**src/hdl/wav_riff_pcm16_stream_parser_assert.svh**
```systemverilog
// Assertion macros for the WAV stream parser.
// Used by the top level; expects clk and rst in scope.
`ifndef WAV_RIFF_PCM16_STREAM_PARSER_ASSERT_SVH
`define WAV_RIFF_PCM16_STREAM_PARSER_ASSERT_SVH

// Same-cycle implication
`define WRP_ASSERT_IMPLY(name, ante, cons, msg) \
  name: assert property (@(posedge clk) disable iff (rst) (ante) |-> (cons)) else $error(msg);

// Next-cycle implication
`define WRP_ASSERT_NEXT(name, ante, cons, msg) \
  name: assert property (@(posedge clk) disable iff (rst) (ante) |=> (cons)) else $error(msg);

`endif

```
**src/hdl/wrp_pkg.sv**
```systemverilog
// Shared constants, status codes and command struct for the WAV parser.
// No dependencies.
package wrp_pkg;

  localparam int PosW = 33;
  localparam int ExtW = PosW + 34;
  localparam logic [PosW-1:0] PosMax = '1;

  localparam logic [31:0] TagRiff = 32'h46464952;
  localparam logic [31:0] TagWave = 32'h45564157;
  localparam logic [31:0] TagFmt  = 32'h20746D66;
  localparam logic [31:0] TagData = 32'h61746164;
  localparam int HeaderBytes = 12;
  localparam int FmtMinBytes = 16;
  localparam logic [15:0] PcmCode = 16'd1;
  localparam logic [15:0] SampleBits = 16'd16;

  // Register indexes
  localparam logic [2:0] REG_MAX_FILE = 3'd0;
  localparam logic [2:0] REG_MAX_DATA = 3'd1;
  localparam logic [2:0] REG_MAX_CH   = 3'd2;
  localparam logic [2:0] REG_MIN_RATE = 3'd3;
  localparam logic [2:0] REG_MAX_RATE = 3'd4;

  // Status codes
  localparam logic [4:0] ST_OK         = 5'd0;
  localparam logic [4:0] ST_LIMITS     = 5'd1;
  localparam logic [4:0] ST_TOO_LONG   = 5'd2;
  localparam logic [4:0] ST_TOO_SHORT  = 5'd3;
  localparam logic [4:0] ST_NO_RIFF    = 5'd4;
  localparam logic [4:0] ST_NO_WAVE    = 5'd5;
  localparam logic [4:0] ST_SIZE_OVF   = 5'd6;
  localparam logic [4:0] ST_TRUNC      = 5'd7;
  localparam logic [4:0] ST_RIFF_SMALL = 5'd8;
  localparam logic [4:0] ST_CHUNK_OVER = 5'd9;
  localparam logic [4:0] ST_FMT_TWICE  = 5'd10;
  localparam logic [4:0] ST_FMT_SHORT  = 5'd11;
  localparam logic [4:0] ST_DATA_TWICE = 5'd12;
  localparam logic [4:0] ST_DATA_BIG   = 5'd13;
  localparam logic [4:0] ST_PAD_OVER   = 5'd14;
  localparam logic [4:0] ST_NO_FMT     = 5'd15;
  localparam logic [4:0] ST_NOT_PCM    = 5'd16;
  localparam logic [4:0] ST_BITS       = 5'd17;
  localparam logic [4:0] ST_CHANNELS   = 5'd18;
  localparam logic [4:0] ST_RATE       = 5'd19;
  localparam logic [4:0] ST_ALIGN      = 5'd20;
  localparam logic [4:0] ST_BYTE_RATE  = 5'd21;
  localparam logic [4:0] ST_NO_DATA    = 5'd22;
  localparam logic [4:0] ST_DATA_EMPTY = 5'd23;
  localparam logic [4:0] ST_DATA_ALIGN = 5'd24;

  // Chunk kinds
  localparam logic [1:0] KIND_OTHER = 2'd0;
  localparam logic [1:0] KIND_FMT   = 2'd1;
  localparam logic [1:0] KIND_DATA  = 2'd2;

  // Controller to datapath commands
  typedef struct packed {
    logic accept;
    logic chk_load;
    logic div_step;
    logic emit;
  } wrp_cmd_t;

endpackage

```
**src/hdl/wrp_ctrl.sv**
```systemverilog
// Controller for the WAV parser: byte intake, end-of-file check sequence.
// Depends on wrp_pkg.
module wrp_ctrl (
  input  logic              clk,
  input  logic              rst,
  input  logic              s_tvalid,
  input  logic              s_tlast,
  input  logic              out_free,
  output logic              s_tready,
  output wrp_pkg::wrp_cmd_t cmd
);

  localparam logic [1:0] S_RUN = 2'd0;
  localparam logic [1:0] S_MUL = 2'd1;
  localparam logic [1:0] S_DIV = 2'd2;
  localparam logic [1:0] S_FIN = 2'd3;

  logic [1:0] state, state_next;
  logic [4:0] cnt;

  // Handshake and commands
  always_comb begin
    s_tready     = (state == S_RUN) && out_free;
    cmd.accept   = s_tready && s_tvalid;
    cmd.chk_load = (state == S_MUL);
    cmd.div_step = (state == S_DIV);
    cmd.emit     = (state == S_FIN) && out_free;
  end

  // Next state
  always_comb begin
    state_next = state;
    case (state)
      S_RUN: if (cmd.accept && s_tlast) state_next = S_MUL;
      S_MUL: state_next = S_DIV;
      S_DIV: if (cnt == '1) state_next = S_FIN;
      S_FIN: if (out_free) state_next = S_RUN;
      default: state_next = S_RUN;
    endcase
  end

  always_ff @(posedge clk) begin
    if (rst) begin
      state <= S_RUN;
      cnt   <= '0;
    end else begin
      state <= state_next;
      if (state == S_DIV) cnt <= cnt + 5'd1;
      else cnt <= '0;
    end
  end

endmodule

```
**src/hdl/wrp_dp.sv**
```systemverilog
// Datapath for the WAV parser: chunk walk, fmt capture, final checks, output register.
// Depends on wrp_pkg.
module wrp_dp (
  input  logic              clk,
  input  logic              rst,
  input  wrp_pkg::wrp_cmd_t cmd,
  input  logic              cfg_we,
  input  logic [2:0]        cfg_index,
  input  logic [31:0]       cfg_wdata,
  input  logic [7:0]        s_tdata,
  input  logic              m_tready,
  output logic              m_tvalid,
  output logic [71:0]       m_tdata,
  output logic              m_tuser,
  output logic              m_tlast,
  output logic              out_free
);

  localparam int PW = wrp_pkg::PosW;
  localparam int EW = wrp_pkg::ExtW;

  // Configuration
  logic [31:0] max_file_bytes, max_data_bytes, min_rate_hz, max_rate_hz;
  logic [15:0] max_channel_count;

  always_ff @(posedge clk) begin
    if (rst) begin
      max_file_bytes    <= 32'd16777216;
      max_data_bytes    <= 32'd16777216;
      max_channel_count <= 16'd2;
      min_rate_hz       <= 32'd8000;
      max_rate_hz       <= 32'd48000;
    end else if (cfg_we) begin
      case (cfg_index)
        wrp_pkg::REG_MAX_FILE: max_file_bytes    <= cfg_wdata;
        wrp_pkg::REG_MAX_DATA: max_data_bytes    <= cfg_wdata;
        wrp_pkg::REG_MAX_CH:   max_channel_count <= cfg_wdata[15:0];
        wrp_pkg::REG_MIN_RATE: min_rate_hz       <= cfg_wdata;
        wrp_pkg::REG_MAX_RATE: max_rate_hz       <= cfg_wdata;
        default: ;
      endcase
    end
  end

  // Parse state
  logic [PW-1:0] byte_position, riff_end_pos, chunk_start_pos;
  logic [31:0]   chunk_length, tag_shift, field_shift, data_length;
  logic [15:0]   fmt_code, fmt_channels, fmt_block_align, fmt_sample_bits;
  logic [31:0]   fmt_rate, fmt_byte_rate;
  logic          fmt_seen, data_seen, riff_ok, wave_ok, size_overflow;
  logic [7:0]    low_byte_hold;
  logic [4:0]    first_error;
  logic [1:0]    chunk_kind;

  logic [PW-1:0] byte_position_next, riff_end_pos_next, chunk_start_pos_next;
  logic [31:0]   chunk_length_next, tag_shift_next, field_shift_next, data_length_next;
  logic [15:0]   fmt_code_next, fmt_channels_next, fmt_block_align_next;
  logic [15:0]   fmt_sample_bits_next;
  logic [31:0]   fmt_rate_next, fmt_byte_rate_next;
  logic          fmt_seen_next, data_seen_next, riff_ok_next, wave_ok_next;
  logic          size_overflow_next;
  logic [7:0]    low_byte_hold_next;
  logic [4:0]    first_error_next, herr;
  logic [1:0]    chunk_kind_next;

  logic [31:0]   tag_sh, fld_sh;
  logic [EW-1:0] pe, cse, ree, rel, off, body, endp;
  logic          walk, samp_fire;
  logic [15:0]   samp;

  // One byte of the chunk walk
  always_comb begin
    byte_position_next   = byte_position;
    riff_end_pos_next    = riff_end_pos;
    chunk_start_pos_next = chunk_start_pos;
    chunk_length_next    = chunk_length;
    tag_shift_next       = tag_shift;
    field_shift_next     = field_shift;
    data_length_next     = data_length;
    fmt_code_next        = fmt_code;
    fmt_channels_next    = fmt_channels;
    fmt_block_align_next = fmt_block_align;
    fmt_sample_bits_next = fmt_sample_bits;
    fmt_rate_next        = fmt_rate;
    fmt_byte_rate_next   = fmt_byte_rate;
    fmt_seen_next        = fmt_seen;
    data_seen_next       = data_seen;
    riff_ok_next         = riff_ok;
    wave_ok_next         = wave_ok;
    size_overflow_next   = size_overflow;
    low_byte_hold_next   = low_byte_hold;
    first_error_next     = first_error;
    chunk_kind_next      = chunk_kind;
    samp_fire            = 1'b0;
    samp                 = {s_tdata, low_byte_hold};
    herr                 = wrp_pkg::ST_OK;

    tag_sh = {s_tdata, tag_shift[31:8]};
    fld_sh = {s_tdata, field_shift[31:8]};
    pe     = EW'(byte_position);
    cse    = EW'(chunk_start_pos);
    ree    = EW'(riff_end_pos);
    rel    = pe - cse;
    off    = rel - EW'(8);
    body   = cse + EW'(8);
    endp   = '0;
    walk   = (first_error == wrp_pkg::ST_OK) && (byte_position != wrp_pkg::PosMax) &&
             (pe >= cse) && (body <= ree);

    if (pe < EW'(wrp_pkg::HeaderBytes)) begin
      // File header: tags and RIFF size
      tag_shift_next = tag_sh;
      if (pe == EW'(3)) riff_ok_next = (tag_sh == wrp_pkg::TagRiff);
      if (pe == EW'(7)) begin
        if (EW'(tag_sh) > EW'(wrp_pkg::PosMax) - EW'(8)) begin
          size_overflow_next = 1'b1;
          riff_end_pos_next  = '0;
        end else begin
          riff_end_pos_next = PW'(EW'(tag_sh) + EW'(8));
        end
      end
      if (pe == EW'(11)) wave_ok_next = (tag_sh == wrp_pkg::TagWave);
    end else if (walk) begin
      if (rel < EW'(4)) begin
        tag_shift_next = tag_sh;
      end else if (rel < EW'(8)) begin
        field_shift_next = fld_sh;
        if (rel == EW'(7)) begin
          // Chunk header complete
          chunk_length_next = fld_sh;
          chunk_kind_next   = wrp_pkg::KIND_OTHER;
          if (EW'(fld_sh) > ree - body) begin
            herr = wrp_pkg::ST_CHUNK_OVER;
          end else if (tag_shift == wrp_pkg::TagFmt) begin
            if (fmt_seen) herr = wrp_pkg::ST_FMT_TWICE;
            else if (fld_sh < 32'(wrp_pkg::FmtMinBytes)) herr = wrp_pkg::ST_FMT_SHORT;
            else begin
              fmt_seen_next   = 1'b1;
              chunk_kind_next = wrp_pkg::KIND_FMT;
            end
          end else if (tag_shift == wrp_pkg::TagData) begin
            if (data_seen) herr = wrp_pkg::ST_DATA_TWICE;
            else if (fld_sh > max_data_bytes) herr = wrp_pkg::ST_DATA_BIG;
            else begin
              data_seen_next   = 1'b1;
              data_length_next = fld_sh;
              chunk_kind_next  = wrp_pkg::KIND_DATA;
            end
          end
          if (herr == wrp_pkg::ST_OK &&
              body + EW'(fld_sh) > ree - EW'(fld_sh[0]))
            herr = wrp_pkg::ST_PAD_OVER;
          if (herr != wrp_pkg::ST_OK) begin
            first_error_next = herr;
            chunk_kind_next  = wrp_pkg::KIND_OTHER;
          end
        end
      end else if (off < EW'(chunk_length)) begin
        // Chunk body
        if (chunk_kind == wrp_pkg::KIND_FMT && off < EW'(wrp_pkg::FmtMinBytes)) begin
          field_shift_next = fld_sh;
          case (off[3:0])
            4'd1:  fmt_code_next        = fld_sh[31:16];
            4'd3:  fmt_channels_next    = fld_sh[31:16];
            4'd7:  fmt_rate_next        = fld_sh;
            4'd11: fmt_byte_rate_next   = fld_sh;
            4'd13: fmt_block_align_next = fld_sh[31:16];
            4'd15: fmt_sample_bits_next = fld_sh[31:16];
            default: ;
          endcase
        end else if (chunk_kind == wrp_pkg::KIND_DATA) begin
          if (!off[0]) low_byte_hold_next = s_tdata;
          else samp_fire = 1'b1;
        end
      end
      // Advance to the next chunk after the body and pad byte
      endp = body + EW'(chunk_length_next) + EW'(chunk_length_next[0]);
      if (first_error_next == wrp_pkg::ST_OK && rel >= EW'(7) &&
          pe + EW'(1) == endp) begin
        chunk_start_pos_next = PW'(endp);
        chunk_kind_next      = wrp_pkg::KIND_OTHER;
      end
    end

    if (byte_position != wrp_pkg::PosMax) byte_position_next = byte_position + PW'(1);
  end

  // Parse state registers; cleared after each status
  always_ff @(posedge clk) begin
    if (rst || cmd.emit) begin
      byte_position   <= '0;
      riff_end_pos    <= '0;
      chunk_start_pos <= PW'(wrp_pkg::HeaderBytes);
      chunk_length    <= '0;
      tag_shift       <= '0;
      field_shift     <= '0;
      data_length     <= '0;
      fmt_code        <= '0;
      fmt_channels    <= '0;
      fmt_block_align <= '0;
      fmt_sample_bits <= '0;
      fmt_rate        <= '0;
      fmt_byte_rate   <= '0;
      fmt_seen        <= 1'b0;
      data_seen       <= 1'b0;
      riff_ok         <= 1'b0;
      wave_ok         <= 1'b0;
      size_overflow   <= 1'b0;
      low_byte_hold   <= '0;
      first_error     <= wrp_pkg::ST_OK;
      chunk_kind      <= wrp_pkg::KIND_OTHER;
    end else if (cmd.accept) begin
      byte_position   <= byte_position_next;
      riff_end_pos    <= riff_end_pos_next;
      chunk_start_pos <= chunk_start_pos_next;
      chunk_length    <= chunk_length_next;
      tag_shift       <= tag_shift_next;
      field_shift     <= field_shift_next;
      data_length     <= data_length_next;
      fmt_code        <= fmt_code_next;
      fmt_channels    <= fmt_channels_next;
      fmt_block_align <= fmt_block_align_next;
      fmt_sample_bits <= fmt_sample_bits_next;
      fmt_rate        <= fmt_rate_next;
      fmt_byte_rate   <= fmt_byte_rate_next;
      fmt_seen        <= fmt_seen_next;
      data_seen       <= data_seen_next;
      riff_ok         <= riff_ok_next;
      wave_ok         <= wave_ok_next;
      size_overflow   <= size_overflow_next;
      low_byte_hold   <= low_byte_hold_next;
      first_error     <= first_error_next;
      chunk_kind      <= chunk_kind_next;
    end
  end

  // Early checks, in priority order
  logic [4:0]  pre_code, pre_code_next, fin_code;
  logic [15:0] expect_ba;
  logic [47:0] prod;
  logic [15:0] rem;
  logic [31:0] dvd;
  logic [16:0] trial;

  always_comb begin
    expect_ba = {fmt_channels[14:0], 1'b0};
    if (max_channel_count == '0 || max_rate_hz < min_rate_hz)
      pre_code_next = wrp_pkg::ST_LIMITS;
    else if (EW'(byte_position) > EW'(max_file_bytes) || byte_position == wrp_pkg::PosMax)
      pre_code_next = wrp_pkg::ST_TOO_LONG;
    else if (EW'(byte_position) < EW'(wrp_pkg::HeaderBytes))
      pre_code_next = wrp_pkg::ST_TOO_SHORT;
    else if (!riff_ok)       pre_code_next = wrp_pkg::ST_NO_RIFF;
    else if (!wave_ok)       pre_code_next = wrp_pkg::ST_NO_WAVE;
    else if (size_overflow)  pre_code_next = wrp_pkg::ST_SIZE_OVF;
    else if (riff_end_pos > byte_position) pre_code_next = wrp_pkg::ST_TRUNC;
    else if (EW'(riff_end_pos) < EW'(wrp_pkg::HeaderBytes))
      pre_code_next = wrp_pkg::ST_RIFF_SMALL;
    else if (first_error != wrp_pkg::ST_OK) pre_code_next = first_error;
    else if (!fmt_seen) pre_code_next = wrp_pkg::ST_NO_FMT;
    else if (fmt_code != wrp_pkg::PcmCode) pre_code_next = wrp_pkg::ST_NOT_PCM;
    else if (fmt_sample_bits != wrp_pkg::SampleBits) pre_code_next = wrp_pkg::ST_BITS;
    else if (fmt_channels == '0 || fmt_channels > max_channel_count)
      pre_code_next = wrp_pkg::ST_CHANNELS;
    else if (fmt_rate < min_rate_hz || fmt_rate > max_rate_hz)
      pre_code_next = wrp_pkg::ST_RATE;
    else if (fmt_block_align != expect_ba) pre_code_next = wrp_pkg::ST_ALIGN;
    else pre_code_next = wrp_pkg::ST_OK;
  end

  // Byte-rate product and bit-serial remainder of data length by block align
  assign trial = {rem, dvd[31]};

  always_ff @(posedge clk) begin
    if (cmd.chk_load) begin
      pre_code <= pre_code_next;
      prod     <= fmt_rate * expect_ba;
      rem      <= '0;
      dvd      <= data_length;
    end else if (cmd.div_step) begin
      dvd <= {dvd[30:0], 1'b0};
      if (trial >= {1'b0, fmt_block_align}) rem <= 16'(trial - {1'b0, fmt_block_align});
      else rem <= trial[15:0];
    end
  end

  // Late checks
  always_comb begin
    if (pre_code != wrp_pkg::ST_OK) fin_code = pre_code;
    else if (prod != {16'd0, fmt_byte_rate}) fin_code = wrp_pkg::ST_BYTE_RATE;
    else if (!data_seen) fin_code = wrp_pkg::ST_NO_DATA;
    else if (data_length == '0) fin_code = wrp_pkg::ST_DATA_EMPTY;
    else if (fmt_block_align == '0 || rem != '0) fin_code = wrp_pkg::ST_DATA_ALIGN;
    else fin_code = wrp_pkg::ST_OK;
  end

  // Output register
  logic load_samp;
  assign load_samp = cmd.accept && samp_fire;
  assign out_free  = !m_tvalid || m_tready;

  always_ff @(posedge clk) begin
    if (rst) m_tvalid <= 1'b0;
    else if (load_samp || cmd.emit) m_tvalid <= 1'b1;
    else if (m_tready) m_tvalid <= 1'b0;
  end

  always_ff @(posedge clk) begin
    if (load_samp) begin
      m_tdata <= {3'd0, 32'd0, 16'd0, wrp_pkg::ST_OK, samp};
      m_tuser <= 1'b0;
      m_tlast <= 1'b0;
    end else if (cmd.emit) begin
      m_tdata <= {3'd0, fmt_rate, fmt_channels, fin_code, 16'd0};
      m_tuser <= 1'b1;
      m_tlast <= 1'b1;
    end
  end

endmodule

```
**src/hdl/wav_riff_pcm16_stream_parser.sv**
```systemverilog
// Top level of the streaming RIFF/WAVE 16-bit PCM parser.
// Depends on wrp_pkg, wrp_ctrl, wrp_dp and the assertion header.
//
//  channel  | dir | signals                      | contents
//  s_       | in  | tvalid tready tdata tlast    | tdata[7:0] file byte, tlast final byte
//  m_       | out | tvalid tready tdata tuser    | sample or status, tlast end mark
//  cfg_     | in  | we index wdata               | limit registers 0..4
//
// One byte is taken per cycle while the output register is free.
// After the final byte the checks run (product, 32-step remainder, select)
// before the status is loaded; no byte is taken in that time.
// A stalled output holds intake. Reset is synchronous and restores the limit registers.
module wav_riff_pcm16_stream_parser (
  input  logic        clk,
  input  logic        rst,
  input  logic        s_tvalid,
  output logic        s_tready,
  input  logic [7:0]  s_tdata,   // [7:0] file_byte
  input  logic        s_tlast,   // final_byte
  output logic        m_tvalid,
  input  logic        m_tready,
  output logic [71:0] m_tdata,   // [15:0] pcm_sample, [20:16] status_code,
                                 // [36:21] channel_count, [68:37] rate_hz, pad
  output logic        m_tuser,   // item_kind
  output logic        m_tlast,   // end_mark
  input  logic        cfg_we,
  input  logic [2:0]  cfg_index,
  input  logic [31:0] cfg_wdata
);

  wrp_pkg::wrp_cmd_t cmd;
  logic out_free;

  wrp_ctrl u_ctrl (
    .clk      (clk),
    .rst      (rst),
    .s_tvalid (s_tvalid),
    .s_tlast  (s_tlast),
    .out_free (out_free),
    .s_tready (s_tready),
    .cmd      (cmd)
  );

  wrp_dp u_dp (
    .clk       (clk),
    .rst       (rst),
    .cmd       (cmd),
    .cfg_we    (cfg_we),
    .cfg_index (cfg_index),
    .cfg_wdata (cfg_wdata),
    .s_tdata   (s_tdata),
    .m_tready  (m_tready),
    .m_tvalid  (m_tvalid),
    .m_tdata   (m_tdata),
    .m_tuser   (m_tuser),
    .m_tlast   (m_tlast),
    .out_free  (out_free)
  );

  // Checks
  `include "wav_riff_pcm16_stream_parser_assert.svh"

  `WRP_ASSERT_IMPLY(a_last_is_status, m_tvalid && m_tlast, m_tuser, "end mark on a sample")
  `WRP_ASSERT_IMPLY(a_sample_clean, m_tvalid && !m_tuser, m_tdata[68:16] == '0, "sample has status bits")
  `WRP_ASSERT_NEXT(a_busy_after_last, s_tvalid && s_tready && s_tlast, !s_tready, "byte taken during checks")

endmodule

```
**config.mk**
```make
export PLATFORM = sky130hd
export DESIGN_NAME = wav_riff_pcm16_stream_parser
export DESIGN_NICKNAME = d
export VERILOG_FILES = /design/src/hdl/wrp_pkg.sv /design/src/hdl/wrp_ctrl.sv /design/src/hdl/wrp_dp.sv /design/src/hdl/wav_riff_pcm16_stream_parser.sv
export VERILOG_INCLUDE_DIRS = /design/src /design/src/hdl
export SDC_FILE = /design/constraint.sdc
export NUM_CORES = 2
export LEC_CHECK = 0
export ABC_CLOCK_PERIOD_IN_PS = 8150
export BUFFER_PORTS_ARGS = -buffer_cell sky130_fd_sc_hd__buf_2
export CAP_MARGIN = 10
export CELL_PAD_IN_SITES_DETAIL_PLACEMENT = 0
export CELL_PAD_IN_SITES_GLOBAL_PLACEMENT = 1
export CORE_UTILIZATION = 45
export DETAILED_ROUTE_END_ITERATION = 6
export PLACE_DENSITY_LB_ADDON = 0.25
export SLEW_MARGIN = 20
export SYNTH_ARGS = -nofsm -noshare
export SYNTH_HDL_FRONTEND = slang
export SYNTH_SLANG_ARGS = --single-unit
```
**constraint.sdc**
```tcl
create_clock -name clk -period 8.15 [get_ports clk]
set_input_delay 0.4075 -clock clk [delete_from_list [all_inputs] [get_ports clk]]
set_output_delay 0.4075 -clock clk [all_outputs]
set_load 0.01 [all_outputs]
```
==> results.md <==
- The minimum period implied by the final worst setup slack is 8680 ps.
- The wire length reported by the detailed router is 227000 um.
- For this run, the post-layout net count is 8738.
- The mean area per synthesized cell is 8.44 um2.
- After global routing the overflow that remains totals 0.
- The remaining routing DRC violations is 18.
- The share of the synthesized netlist area taken by xor and xnor gates is 5.76%.
- Final hold analysis gives a worst-case slack of 41.0 ps.
- The number of primary I/O pins is 125.
- In this run the worst path has a maximum fanout of 8.
- The first global-routing pass estimated 337000 um of wire.
- The area of the multi-input gates is 0.0429 mm2.
- The number of maximum-capacitance violations is 0.
- The final-layout fill cell count is 12764.
- Registers take 0.0148 mm2.
- Clock skew on the completed layout was measured at 34.2 ps.
- The share of the Yosys chip area taken by registers is 24.3%.
- The multiplexer area fraction after synthesis is 4.61%.
- The number of sinks driven by the clock tree is 688.
- The post-route cell area is 0.0710 mm2.
- The critical path in this run is classified as flop to flop.
- Synthesis inferred 688 register bits.
- Yosys printed 0 warnings.
- The maximum VDD drop is 0.183 mV.
- Entering global routing, the biggest net connects 209 pins.
- The clock tree buffer depth is 3.
- The cell at the root of the clock tree is clkbuf_16.
- nand2_1 is the most common cell in the netlist.
- The area share of the largest cell type after synthesis is 19.4%.
- The final reports fail on design-rule violations, negative setup slack.
- The clock latency on the worst-skew pair is 710 ps.
- Setup repair after global routing could not meet its margin everywhere.
- The count of final hold-check violations came to 0.
- Of all flip-flops after synthesis, the portion carrying an async set or reset was 0%.
- The min-delay analysis places its worst path in the category input port to flop.
- After detailed routing, the number of vias per cell comes to 5.73.
- The dominant synthesized flop cell is dfxtp_1.
- The power per standard cell area is 135 mW/mm2.
- The final worst setup slack is -529 ps.
- The number of nets still failing antenna checks after routing is 0.
- The largest area contributor in the netlist is dfxtp_1.
- The post-synthesis instance area is 0.0608 mm2.
- The via count is 54689.
- The clock transition time at the flip-flop clock pins of the worst setup and hold paths is 60 ps.
- The cell with the largest stage delay on the worst path is or4b_4.
- Cells with a size suffix above 1 make up 14.4% of the layout.
- The number of detailed-routing iterations run before antenna repair is 7.
- The count of buffers from port buffering is 121.
- The number of H-tree levels is 3.
- At the worst endpoint, the required time is 8740 ps.
- Of the total synthesized cell area, the portion taken by full adders, half adders and majority gates is 24.9%.
- The placer's final routability congestion estimate is 1.02.
- Row generation in the floorplan step produced 134 rows.
- The number of antenna violations at the first check in global routing came to 8.
- The area share of and/or/nand/nor cells after synthesis is 20.7%.
- At the pin with the least slew margin, the transition time is 1200 ps.
- The via count of the first global-routing pass is 54325.
- The distinct cell type count of the synthesized netlist is 110.
- For this design the static power due to leakage is 32.8 nW.
- The area of the core region is 0.134 mm2.
- The worst slew slack as a fraction of its limit is 20.1%.
- After legalization and detailed placement, the total HPWL measured 176000 um.
- Static timing analysis puts the maximum clock frequency at 115 MHz.
- Yosys attributes the largest share of cell area to dfxtp_1, fa_1, ha_1.
- The area fraction in compound gates after synthesis is 13.3%.
- On the worst path, the slowest cell contributes a delay of 550 ps.
- The average detailed-routed wire length per instance is 23.8 um.
- The run finished, with violations left.
- The post-synthesis cell count is 7206.
- Setup violations remaining at the end of the flow were counted as 35.
- The TritonCTS buffer count is 84.
- STA classifies the critical path startpoint as a flop.
- The worst setup path is captured at a flop.
- After the first detailed-routing iteration, the DRC count stood at 4509.
- The arrival time of data at the critical path endpoint is 9270 ps.
- The post-synthesis to final-layout area growth is 16.6%.
- The die area is 0.137 mm2.
- Measured along the x axis, the die boundary spans 370 um.
- The max-slew violation count came to 0.
- The die height is 370 um.
- Once placement finished, the instance area stood at 0.0673 mm2.
- The number of synthesized flops with an enable pin is 100.
- The part of the cycle the worst path needs is 106%.
- In the synthesized netlist, the cells that appear most often are nand2_1, inv_1, dfxtp_1.
- The most numerous cell type found on the critical path is nand4_1.
- The combined global-route utilization of all metal layers is 32.8%.
- The effective utilization at floorplan is 45.5%.
- The TritonCTS clock tree is built.
- After synthesis, the largest family of logic cells by area is adder cells.
-- state kept, by name, indices dropped and copies added (netlist names), 33 cells and up --
register and cells:
u_dp.m_tdata 69, u_dp.chunk_start_pos 33, u_dp.prod 47, u_dp.byte_position 33
u_dp.riff_end_pos 33
-- worst paths after layout --
path	start	to	slack (ps)	depth (start not counted)
max	u_dp.byte_position[0]	u_dp.chunk_start_pos[8]	-530	38
min	cfg_wdata[20]	u_dp.max_file_bytes[20]	40	3
max reg2reg	u_dp.byte_position[0]	u_dp.chunk_start_pos[8]	-530	38
min reg2reg	u_ctrl.cnt[0]	u_ctrl.cnt[0]	450	1
-- metrics by stage --
stage	total power [mW]	cells	setup WS [ps]	setup TNS, ps	utilization (%)
after global placement	5.63	9369	-770	-24630	50.3
after CTS	9.57	9540	-327	-10200	52.8
final	9.55	9548	-529	-17210	53.0
after global routing	9.88	9545	-828	-27980	53.0
after floorplan	5.12	7208	1.04	0	-
after detailed placement	5.65	9369	-833	-26850	50.3
-- report_power, final --
part           internal [mW]  total (mW)  switching [mW]
Combinational          0.649        1.68            1.03
Clock                   2.25        3.88            1.63
Sequential              3.80        3.99           0.188
Total                   6.70        9.55            2.85
-- cell type report --
class	count	area share, %
clock inverters	32	0.476
flip-flops and latches	688	20.9
inverters	672	3.56
clock buffers	117	3.44
multi-input cells	5508	60.5
diodes	3	0.0106
repair buffers	760	8.06
well taps	1768	3.12
-- timing repair --
| item | CTS | global route |
|---|---|---|
| cloned | 3 | 0 |
| hold buffers | 4 | 0 |
| resized for setup | 53 | 62 |
| hold endpoints to repair | 9 | 0 |
| buffers inserted | 15 | 5 |
| pin swaps | 19 | 22 |
| endpoints found under the setup margin | 35 | 47 |
-- logic make-up after synthesis --
family / count (synthesis)
AND/OR/NAND/NOR: 2609
adder cells (fa/ha/maj): 975
AO/OA/AOI/OAI: 1261
multiplexers: 276
XOR/XNOR: 384
flip-flops: 688
buffers and inverters: 1012
other: 1
-- metal layers --
layer,global-route usage (%),wire length [um],vias to the layer above
met5,0,0,-
met4,17.8,14000,0
met3,4.59,14400,559
met2,56.0,109000,1932
met1,39.8,89700,26633
li1,-,-,25565
-- cell usage in the layout (no fill, tap or decap), types with 20 or more instances in the layout --
cell type / instances
nand2_1: 1142
inv_1: 667
buf_4: 611
dfxtp_1: 571
ha_1: 569
a21oi_1: 456
fa_1: 391
nor2_1: 369
and2_1: 248
mux2i_1: 241
xnor2_1: 230
o21ai_0: 198
a21o_1: 166
xor2_1: 140
nand3_1: 128
nand4_1: 120
buf_2: 120
nor3_1: 104
nor4_1: 104
edfxtp_1: 100
clkbuf_16: 87
a211oi_1: 71
nor2b_1: 64
o21a_1: 60
and3_1: 55
nand2b_1: 52
or3_1: 35
mux2_2: 33
or2_2: 24
o31ai_1: 23
and4_1: 22
o211ai_1: 22
nand3b_1: 21
a31oi_1: 20
-- worst max-delay path: cells and delay by family (launching register included) --
family,cells,cell delay (ps)
AO/OA/AOI/OAI,12,2870
AND/OR/NAND/NOR,12,2770
adder cells (fa/ha/maj),5,1210
buffers and inverters,7,910
flip-flops,1,320
XOR/XNOR,1,260
multiplexers,1,200
No activity file was read; power rests on OpenSTA's default activity.
